`src/hdl/abbr_pkg.sv`:
```
// ----------------------------------------------------------------------------
// abbr_pkg
// Shared constants, codes and types for the audio block buffer ring.
// ----------------------------------------------------------------------------
package abbr_pkg;

    localparam int BLOCK_SAMPLES = 256;
    localparam int BLOCK_COUNT   = 4;

    localparam int BLK_W  = $clog2(BLOCK_COUNT);
    localparam int POS_W  = $clog2(BLOCK_SAMPLES + 1);
    localparam int ADDR_W = $clog2(BLOCK_COUNT * BLOCK_SAMPLES);
    localparam int SMP_W  = 16;

    // Operation codes.
    localparam logic [1:0] OP_PUSH    = 2'd0;
    localparam logic [1:0] OP_START   = 2'd1;
    localparam logic [1:0] OP_FETCH   = 2'd2;
    localparam logic [1:0] OP_RELEASE = 2'd3;

    // Block status codes.
    localparam logic [1:0] ST_EMPTY   = 2'd0;
    localparam logic [1:0] ST_WRITTEN = 2'd1;
    localparam logic [1:0] ST_FULL    = 2'd2;
    localparam logic [1:0] ST_READ    = 2'd3;

    typedef struct packed {
        logic                     we;
        logic [ADDR_W-1:0]        waddr;
        logic signed [SMP_W-1:0]  wdata;
        logic                     re;
        logic [ADDR_W-1:0]        raddr;
    } mem_req_t;

    typedef struct packed {
        logic        strobe;
        logic [1:0]  state;
        logic        dropped;
        logic [1:0]  blk;
        logic        fetch_ok;
    } result_t;

    function automatic logic [BLK_W-1:0] next_blk(input logic [BLK_W-1:0] b);
        logic [BLK_W-1:0] n;
        if (32'(b) == BLOCK_COUNT - 1)
        begin
            n = '0;
        end
        else
        begin
            n = b + 1'b1;
        end
        return n;
    endfunction

    function automatic logic [ADDR_W-1:0] sample_addr(input logic [BLK_W-1:0] b,
                                                      input logic [POS_W-1:0] p);
        return ADDR_W'(b) * ADDR_W'(BLOCK_SAMPLES) + ADDR_W'(p);
    endfunction

endpackage

```
`src/hdl/abbr_ctrl.sv`:
```
// ----------------------------------------------------------------------------
// abbr_ctrl
// Block status, fill positions and ring pointers; issues sample memory
// requests and registers the result fields of each request.
// ----------------------------------------------------------------------------
module abbr_ctrl
    import abbr_pkg::*;
(
    input  logic                    clk,
    input  logic                    rst_n,
    input  logic                    accept,
    input  logic [1:0]              operation,
    input  logic signed [SMP_W-1:0] sample,
    input  logic [7:0]              read_index,
    output mem_req_t                mem_req,
    output result_t                 res
);

    logic [1:0]       status_reg  [BLOCK_COUNT];
    logic [1:0]       status_next [BLOCK_COUNT];
    logic [POS_W-1:0] fill_reg    [BLOCK_COUNT];
    logic [POS_W-1:0] fill_next   [BLOCK_COUNT];
    logic [BLK_W-1:0] wr_blk_reg, wr_blk_next;
    logic [BLK_W-1:0] rd_blk_reg, rd_blk_next;

    logic             strobe_reg;
    logic [1:0]       state_reg;
    logic             dropped_reg;
    logic [1:0]       blk_reg;
    logic             fetch_ok_reg;

    logic             dropped;
    logic             do_store;
    logic [BLK_W-1:0] tgt;
    logic [BLK_W-1:0] nb;
    logic             fetch_ok;

    always_comb
    begin
        status_next = status_reg;
        fill_next   = fill_reg;
        wr_blk_next = wr_blk_reg;
        rd_blk_next = rd_blk_reg;
        dropped     = 1'b0;
        do_store    = 1'b0;
        tgt         = wr_blk_reg;
        nb          = next_blk(wr_blk_reg);
        fetch_ok    = 1'b0;
        mem_req     = '0;
        mem_req.wdata = sample;

        if (accept)
        begin
            case (operation)
                OP_PUSH:
                begin
                    case (status_reg[wr_blk_reg])
                        ST_EMPTY:
                        begin
                            status_next[wr_blk_reg] = ST_WRITTEN;
                            do_store = 1'b1;
                        end
                        ST_WRITTEN:
                        begin
                            if (32'(fill_reg[wr_blk_reg]) >= BLOCK_SAMPLES)
                            begin
                                // Push that finds this block complete: close the block and move on.
                                fill_next[wr_blk_reg]   = '0;
                                status_next[wr_blk_reg] = ST_FULL;
                                wr_blk_next             = nb;
                                tgt                     = nb;
                                if (status_reg[nb] == ST_EMPTY)
                                begin
                                    do_store = 1'b1;
                                end
                                else
                                begin
                                    dropped = 1'b1;
                                end
                            end
                            else
                            begin
                                do_store = 1'b1;
                            end
                        end
                        default:
                        begin
                            dropped = 1'b1;
                        end
                    endcase
                end
                OP_START:
                begin
                    status_next[rd_blk_reg] = ST_READ;
                end
                OP_FETCH:
                begin
                    fetch_ok      = (32'(read_index) < BLOCK_SAMPLES);
                    mem_req.re    = fetch_ok;
                    mem_req.raddr = sample_addr(rd_blk_reg, POS_W'(read_index));
                end
                default:
                begin
                    status_next[rd_blk_reg] = ST_EMPTY;
                    rd_blk_next             = next_blk(rd_blk_reg);
                end
            endcase
        end

        if (do_store)
        begin
            if (32'(fill_reg[tgt]) >= BLOCK_SAMPLES)
            begin
                dropped = 1'b1;
            end
            else
            begin
                mem_req.we     = 1'b1;
                mem_req.waddr  = sample_addr(tgt, fill_reg[tgt]);
                fill_next[tgt] = fill_reg[tgt] + 1'b1;
            end
        end
    end

    always_ff @(posedge clk or negedge rst_n)
    begin
        if (!rst_n)
        begin
            for (int i = 0; i < BLOCK_COUNT; i++)
            begin
                status_reg[i] <= ST_EMPTY;
                fill_reg[i]   <= '0;
            end
            wr_blk_reg <= '0;
            rd_blk_reg <= '0;
            strobe_reg <= 1'b0;
        end
        else
        begin
            status_reg <= status_next;
            fill_reg   <= fill_next;
            wr_blk_reg <= wr_blk_next;
            rd_blk_reg <= rd_blk_next;
            strobe_reg <= accept;
        end
    end

    always_ff @(posedge clk)
    begin
        if (accept)
        begin
            state_reg    <= status_next[rd_blk_next];
            dropped_reg  <= dropped;
            blk_reg      <= 2'(rd_blk_next);
            fetch_ok_reg <= fetch_ok;
        end
    end

    always_comb
    begin
        res.strobe   = strobe_reg;
        res.state    = state_reg;
        res.dropped  = dropped_reg;
        res.blk      = blk_reg;
        res.fetch_ok = fetch_ok_reg;
    end

`ifndef SYNTH
    a_fill_bound: assert property (@(posedge clk) disable iff (!rst_n)
        32'(fill_reg[wr_blk_reg]) <= BLOCK_SAMPLES)
        else $error("fill position beyond block size");

    a_write_on_push: assert property (@(posedge clk) disable iff (!rst_n)
        mem_req.we |-> (accept && operation == OP_PUSH))
        else $error("sample write without a push request");

    a_drop_on_push: assert property (@(posedge clk) disable iff (!rst_n)
        (accept && operation != OP_PUSH) |=> !res.dropped)
        else $error("drop flag on a request that is not a push");

    a_write_xor_drop: assert property (@(posedge clk) disable iff (!rst_n)
        !(mem_req.we && dropped))
        else $error("push both stored and dropped");
`endif

endmodule

```
`config.mk`:
```
export PLATFORM = sky130hd
export DESIGN_NAME = abbr_ctrl
export DESIGN_NICKNAME = d
export VERILOG_FILES = /design/src/hdl/abbr_pkg.sv /design/src/hdl/abbr_ctrl.sv
export SDC_FILE = /design/constraint.sdc
export NUM_CORES = 1
export LEC_CHECK = 0
export BUFFER_PORTS_ARGS = -buffer_cell sky130_fd_sc_hd__buf_2
export CELL_PAD_IN_SITES_DETAIL_PLACEMENT = 0
export CELL_PAD_IN_SITES_GLOBAL_PLACEMENT = 2
export CORE_MARGIN = 2
export CORE_UTILIZATION = 36
export CTS_CLUSTER_SIZE = 28
export DETAILED_ROUTE_END_ITERATION = 16
export GPL_ROUTABILITY_DRIVEN = 0
export HOLD_SLACK_MARGIN = 0.12
export PLACE_DENSITY = 0.93
export SLEW_MARGIN = 20
export SYNTH_ARGS = -nofsm -noshare
export SYNTH_HDL_FRONTEND = slang
export SYNTH_SLANG_ARGS = --single-unit
```
`constraint.sdc`:
```
create_clock -name clk -period 16.2 [get_ports clk]
set_clock_uncertainty 0.05 [all_clocks]
set_input_delay 4.86 -clock clk [delete_from_list [all_inputs] [get_ports clk]]
set_output_delay 4.86 -clock clk [all_outputs]
set_load 0.05 [all_outputs]
```
# ---- After elaboration in Yosys (flattened, before gate mapping)
# Index checks and enable logic that the tools add are counted.
dict set report totals {
  reg_bits 55
  latchBits 0
  mem_bits_rw 0
  mem_bits_ro 0
  in_bits 29
  output_inout_bits 45
  elab_cells 116
  memories 0
}
dict set report op_classes {
  add_sub_neg 5
  multipliers 0
  div 0
  magnitude_cmp 10
  n_eq_ne 5
  shift 0
  muxes 58
  n_bitwise 16
  reduce_logical 7
}
# cell n
set ops {}
lappend ops {{2-to-1 mux 36 bit} 6}
lappend ops {{2-to-1 mux 9 bit} 6}
lappend ops {{2-to-1 mux 11 bit} 4}
lappend ops {{AND 36 bit} 1}
lappend ops {{binary-select mux 9 bit (select 2 bit)} 2}
lappend ops {{bitwise mux 36 bit} 1}
lappend ops {{demux 9 bit (select 2 bit)} 2}
lappend ops {{inverter 36 bit} 1}
lappend ops {{2-to-1 mux 2 bit} 16}
lappend ops {{one-hot mux 8 bit (3 select lines)} 1}
lappend ops {{greater-or-equal comparator 9 bit, second input constant} 2}
lappend ops {{2-to-1 mux 8 bit} 2}
lappend ops {{one-hot mux 8 bit (2 select lines)} 1}
lappend ops {{greater-or-equal comparator 3 bit, second input constant} 5}
lappend ops {{inverter 2 -> 3 bit} 5}
lappend ops {{binary-select mux 2 bit (select 2 bit)} 3}
lappend ops {{adder 10 x 8 -> 10 bit} 1}
lappend ops {{adder 10 x 9 -> 10 bit} 1}
lappend ops {{2-to-1 mux 1 bit} 10}
lappend ops {{adder 9 x 1 -> 9 bit, second input constant} 1}
lappend ops {{< comparator 3 x 1 -> 1 bit, second input constant} 3}
lappend ops {{AND 4 bit} 2}
lappend ops {{AND 8 bit} 1}
lappend ops {{demux 2 bit (select 2 bit)} 2}
lappend ops {{other kinds (11)} 22}

# ---- Depth between registers and ports, before layout
# Gate-level depths: netlist of run 1.
dict set report logic_depth {
  word_depth 17
  mapped_depth 13
  ltp_nobuf 9
}

# ---- Worst setup path before layout of run 1
# Ideal clock, no wire load.
dict set report synth_path {
  path_kind {in2out}
  start {input port operation[1]}
  end {output port mem_req[27] in the netlist's numbering}
  t_arrival_ns 7.767
  t_required_ns 11.290
  setup_slack_ns 3.523
  cell_stages 11
  n_path_buf 3
  cell_sequence {nor3b_1 > and4b_1 > buf_4 > mux2i_4 > clkinv_2 > buf_4 > mux2i_1 > o21ai_0 > or2_2 > clkbuf_1 > nor2b_1}
}
# item line
set synth_rtl {}
lappend synth_rtl {{from (decl)} abbr_ctrl.sv:12} ;# input logic [1:0] operation,
lappend synth_rtl {{to (decl)} abbr_ctrl.sv:15} ;# output mem_req_t mem_req,

==> flow_summary.json, run 1 <==
{
  "status": "completed",
  "cp_data_required_time_ns": 11.29,
  "worst_pin_slew_ns": 0.701,
  "synth-main-ff-cell": "dfrtp_1",
  "cts_max_path_buffers": 2,
  "reg2reg_depth": 8,
  "finalWirelength_um": 9120,
  "overflow": 0,
  "yosysSeqAreaShare": 0.395,
  "track_usage": 0.175,
  "die_y_um": 103,
  "dieWidth_um": 103,
  "hold_path_depth": 2,
  "maxSlewHeadroom": 0.523,
  "cts.clk_slew.worst_paths_ns": 0.11,
  "htree_num_levels": 2,
  "io_buffers": 41,
  "syn_area_per_cell_sq_um": 8.85,
  "post_cts_buffers": 0,
  "post_cts_resized": 0,
  "grt_pass1_vias": 2860,
  "synthMostInstantiatedCell": "nand3_1",
  "r2r_start": "wr_blk_reg[0]$_DFF_PN0_",
  "synthCells": 402,
  "dpl.cell_count": 535,
  "finalCritPeriodShare": 0.852,
  "largest_reg_flops": 36,
  "cp-start-kind": "input pin",
  "hold_violations": 0,
  "synthTopCellsByCount": "54 x nand3_1, 49 x dfrtp_1, 40 x nand2_1",
  "hp-class": "register to register",
  "period_minus_slack_ns": 13.80,
  "rsz0062_at_grt": "false",
  "syn_to_final_growth_pct": 6.26,
  "drtIter0Drc": 194,
  "numCtsBuffers": 5,
  "insertion_delay_ns": 0.32,
  "crit_end": "mem_req[29]",
  "final_core_util": 0.391,
  "grt_first_pass_wirelength_um": 14800,
  "final_max_slew_viol_count": 0,
  "drive_gt1_frac": 0.168,
  "ios": 74,
  "die_area_sq_um": 10700,
  "final_net_count": 446,
  "antenna_found_initial": 0,
  "critPathLaunch": "accept",
  "power_density_nw_per_um2": 103,
  "synth_area_leaders": "dfrtp_1 34%, nand3_1 7.6%, o21ai_0 5.2%, edfxtp_1 5.1%, buf_4 4.9%",
  "async_reset_ff_frac": 0.891,
  "max-cap-violations": 0,
  "leakagePower_nw": 1.65,
  "ys.warnings.count": 0,
  "cts_root_buf": "clkbuf_8",
  "crit_fanout": 33,
  "yosysTopAreaCellShare": 0.344,
  "reg2reg_to": "fill_reg[23]$_DFF_PN0_",
  "cts_num_sinks": 55,
  "layoutNonFillerInstCount": 543,
  "synth_edf_count": 6,
  "cp.arrival_ns": 8.89,
  "fill_cells": 997,
  "wire_per_inst_um": 16.8,
  "num_rows": 36,
  "r2r_setup_slack_ns": 11.50,
  "setup_violations": 0,
  "routed_via_density": 5.57,
  "ys_types": 53,
  "crit_type": "input pin to output port",
  "start_util": 0.368,
  "vias": 3022,
  "n_antenna_cell": 0,
  "hold_buffers": 0,
  "worst_setup_path_end_kind": "output port",
  "core_sq_um": 9680,
  "syn-cell-area_sq_um": 3560,
  "firstDrtPassIters": 5,
  "dp_hpwl_um": 6120,
  "ant_nets": 0,
  "grt_max_degree": 50,
  "fin_setup_tns_ns": 0,
  "drc": 0,
  "synth_top_area_cell": "dfrtp_1",
  "synth_seq_cells": 55,
  "fmax_mhz": 72.5,
  "syn_nets": 439,
  "peakVddDrop_uv": 45.5,
  "cts_tree": "done"
}
## stage by stage
step / hold slack, ns / worst slack [ns] / area, sq um / total power [mW]
2_1_floorplan: 0.419 / 3.52 / 3560 / 0.286
3_3_place_gp: 0.433 / 2.67 / 3680 / 0.308
3_5_place_dp: 0.441 / 2.47 / 3680 / 0.310
4_1_cts: 0.468 / 2.44 / 3780 / 0.392
5_1_grt: 0.500 / 2.04 / 3780 / 0.415
6_report: 0.470 / 2.40 / 3780 / 0.390
## power breakdown
| part | leakage, nW | switching, mW | internal, mW | total, mW |
|---|---|---|---|---|
| registers | 0.724 | 0.0153 | 0.160 | 0.175 |
| clock network | 0.0502 | 0.0508 | 0.0322 | 0.0830 |
| logic | 0.874 | 0.0856 | 0.0470 | 0.133 |
| total | 1.65 | 0.152 | 0.239 | 0.390 |
## worst min path at each step
stage	startpoint	endpoint	slack (ns)
global route	fill_reg[5]$_DFF_PN0_	fill_reg[5]$_DFF_PN0_	0.50
floorplan	fill_reg[0]$_DFF_PN0_	fill_reg[0]$_DFF_PN0_	0.42
CTS	fill_reg[22]$_DFF_PN0_	fill_reg[22]$_DFF_PN0_	0.47
finish	fill_reg[5]$_DFF_PN0_	fill_reg[5]$_DFF_PN0_	0.47
detailed placement	fill_reg[22]$_DFF_PN0_	fill_reg[22]$_DFF_PN0_	0.44
global placement	fill_reg[22]$_DFF_PN0_	fill_reg[22]$_DFF_PN0_	0.43
## logic make-up (layout without fill, tap and decap cells)
| family | after synthesis | after routing | synth area share |
|---|---|---|---|
| and+or+nand+nor | 171 | 171 | 0.241 |
| DFF | 55 | 55 | 0.395 |
| AOI/OAI and AO/OA | 91 | 91 | 0.171 |
| muxes | 16 | 16 | 0.0671 |
| adders and majority gates | 8 | 8 | 0.0281 |
| xor gates and xnor gates | 4 | 4 | 0.00984 |
| buffers and inverters | 57 | 65 | 0.0875 |
## final cells by class
cell class	instances	area [sq um]	area share
Multi-Input combinational cell	290	1840	0.487
Tap cell	133	166	0.0440
Clock inverter	3	28.8	0.00761
Clock buffer	5	68.8	0.0182
Timing Repair Buffer	42	213	0.0562
Inverter	15	57.6	0.0152
Sequential cell	55	1410	0.372
## critical path, stage by stage
cell	delay (ns)
buf_2	0.42
nor3b_1	0.49
and4b_1	0.51
mux2i_4	0.64
clkinv_2	0.48
mux2i_1	0.40
o21ai_0	0.20
or2_2	0.46
nor2b_1	0.13
buf_2	0.27
## layout by cell type, fill, tap and decap left out, types with 3 or more instances in the layout
cell	n
dfrtp_1	49
a22o_1	7
nand2_1	40
a32oi_2	3
ha_1	8
clkbuf_8	5
mux2_2	3
inv_1	13
nor2b_1	6
nand4_1	5
o211ai_1	8
nor2_1	27
nor3_1	7
buf_2	41
mux2i_1	7
edfxtp_1	6
a21oi_1	20
mux4_2	4
or3_1	4
nand3_1	54
and3_1	12
o21ai_0	37
or4_1	4
## metal layers
metal  global-route usage  vias to the layer above  part of all wire
met3               0.0316                        6             0.059
met4               0.0405                        0            0.0060
met5                    0                        -                 0
met2                0.278                       98              0.47
li1                     -                     1447                 -
met1                0.251                     1471              0.46
(Power assumes the default switching activity.)
==> inputs of run 2 (changes only) <==
==> constraint.sdc (replaced) <==
create_clock -name clk -period 17.17 [get_ports clk]
set_clock_uncertainty 0.05 [all_clocks]
set_input_delay 5.151 -clock clk [delete_from_list [all_inputs] [get_ports clk]]
set_output_delay 5.151 -clock clk [all_outputs]
set_load 0.05 [all_outputs]
==> flow_summary.json, run 2 (same netlist as run 1, synthesis figures left out) <==
{
  "cp.arrival_ns": 9.07,
  "overflow": 0,
  "grt_max_degree": 50,
  "vias": 3011,
  "largest_reg_flops": 36,
  "cp_data_required_time_ns": 11.97,
  "leakagePower_nw": 1.65,
  "layoutNonFillerInstCount": 543,
  "cp-start-kind": "input pin",
  "cts.clk_slew.worst_paths_ns": 0.11,
  "drc": 0,
  "firstDrtPassIters": 4,
  "r2r_setup_slack_ns": 12.55,
  "cts_num_sinks": 55,
  "n_antenna_cell": 0,
  "whs_ns": 0.468,
  "start_util": 0.368,
  "max-cap-violations": 0,
  "switching_share": 0.388,
  "post_cts_buffers": 0,
  "reg2reg_to": "fill_reg[5]$_DFF_PN0_",
  "mostFrequentLayoutCells": "54 x nand3_1, 49 x dfrtp_1, 41 x buf_2, 40 x nand2_1, 37 x o21ai_0",
  "num_rows": 36,
  "clockPowerShare": 0.213,
  "seq_power_share": 0.447,
  "crit_type": "input pin to output port",
  "finalCritPeriodShare": 0.831,
  "comb_power_share": 0.339,
  "hold_violations": 0,
  "fmax_mhz": 70.1,
  "peakVddDrop_uv": 42.8,
  "dpl.cell_count": 535,
  "r2r_start": "wr_blk_reg[0]$_DFF_PN0_",
  "top_layer": "met4",
  "worst_slack_ns": 2.90,
  "maxSlewHeadroom": 0.503,
  "cts_root_buf": "clkbuf_8",
  "dieWidth_um": 103,
  "crit_end": "mem_req[29]",
  "dp_hpwl_um": 6020,
  "final_area_sq_um": 3780,
  "ios": 74,
  "hp-class": "register to register",
  "crit_fanout": 33,
  "critPathLaunch": "accept",
  "dpl_cell_area_sq_um": 3680,
  "met1Wirelength_um": 4130,
  "cts_max_path_buffers": 2,
  "drive_gt1_frac": 0.168,
  "setup_violations": 0,
  "rsz0062_at_grt": "false",
  "worst_setup_path_end_kind": "output port",
  "wl_met3_um": 454,
  "syn_to_final_growth_pct": 6.19,
  "io_buffers": 41,
  "track_usage": 0.172,
  "final_net_count": 446,
  "core_sq_um": 9680,
  "switchingPower_uw": 143,
  "wire_per_inst_um": 16.4,
  "hold_buffers": 0,
  "fill_cells": 980,
  "insertion_delay_ns": 0.31,
  "ant_nets": 0,
  "period_minus_slack_ns": 14.27,
  "grt_pass1_vias": 2752,
  "post_cts_resized": 0,
  "htree_num_levels": 2,
  "antenna_found_initial": 0,
  "layout_commonest_cell": "nand3_1",
  "power_density_nw_per_um2": 97.5,
  "routed_via_density": 5.55,
  "status": "completed",
  "die_y_um": 103,
  "finalWirelength_um": 8920,
  "fin_setup_tns_ns": 0,
  "internal-power_uw": 225,
  "drtIter0Drc": 209,
  "worst_pin_slew_ns": 0.739,
  "reg2reg_depth": 8,
  "route.met2.wl_um": 4240,
  "grt_first_pass_wirelength_um": 14400,
  "numCtsBuffers": 5,
  "cts_tree": "done",
  "place_worst_setup_slack_ns": 2.89,
  "final_max_slew_viol_count": 0,
  "die_area_sq_um": 10700
}
[run 2: layout make-up]
cell class                 count  area (sq um)  area share
multi-input combinational    290          1840       0.487
inverter                      15          57.6      0.0152
timing repair buffer          42           213      0.0563
tap                          133           166      0.0440
sequential                    55          1410       0.372
clock inverter                 3          26.3     0.00695
clock buffer                   5          68.8      0.0182
[run 2: how the worst min path moves through the flow]
stage,start,to,slack (ns),cells past startpoint
after floorplan,fill_reg[0]$_DFF_PN0_,fill_reg[0]$_DFF_PN0_,0.42,2
after global placement,fill_reg[22]$_DFF_PN0_,fill_reg[22]$_DFF_PN0_,0.43,2
after detailed placement,fill_reg[22]$_DFF_PN0_,fill_reg[22]$_DFF_PN0_,0.44,2
after CTS,fill_reg[22]$_DFF_PN0_,fill_reg[22]$_DFF_PN0_,0.47,2
after global routing,fill_reg[5]$_DFF_PN0_,fill_reg[5]$_DFF_PN0_,0.50,2
final,fill_reg[28]$_DFF_PN0_,fill_reg[28]$_DFF_PN0_,0.47,2
[run 2: critical path: stages]
cell      delay [ns]
buf_2           0.43
nor3b_1         0.47
and4b_1         0.51
mux2i_4         0.63
clkinv_2        0.46
mux2i_1         0.38
o21ai_0         0.17
or2_2           0.45
nor2b_1         0.13
buf_2           0.27
[run 2: power groups by stage]
stage                     registers (mW)  clock network (mW)  logic, mW
after floorplan                    0.174                   0     0.0954
after global placement             0.167                   0      0.124
after detailed placement           0.167                   0      0.125
after CTS                          0.164              0.0805      0.125
after global routing               0.167              0.0864      0.139
final                              0.165              0.0786      0.125
[run 2: per-layer routing]
layer / GRT usage / vias up
met2: 0.281 / 80
met4: 0.0314 / 0
li1: - / 1454
met1: 0.245 / 1468
met5: 0 / -
met3: 0.0242 / 9
[run 2: metrics by stage]
step,util,power [mW]
final,0.390,0.368
after global routing,0.390,0.392
after CTS,0.390,0.370
after detailed placement,0.380,0.292
after global placement,0.380,0.291
after floorplan,-,0.270
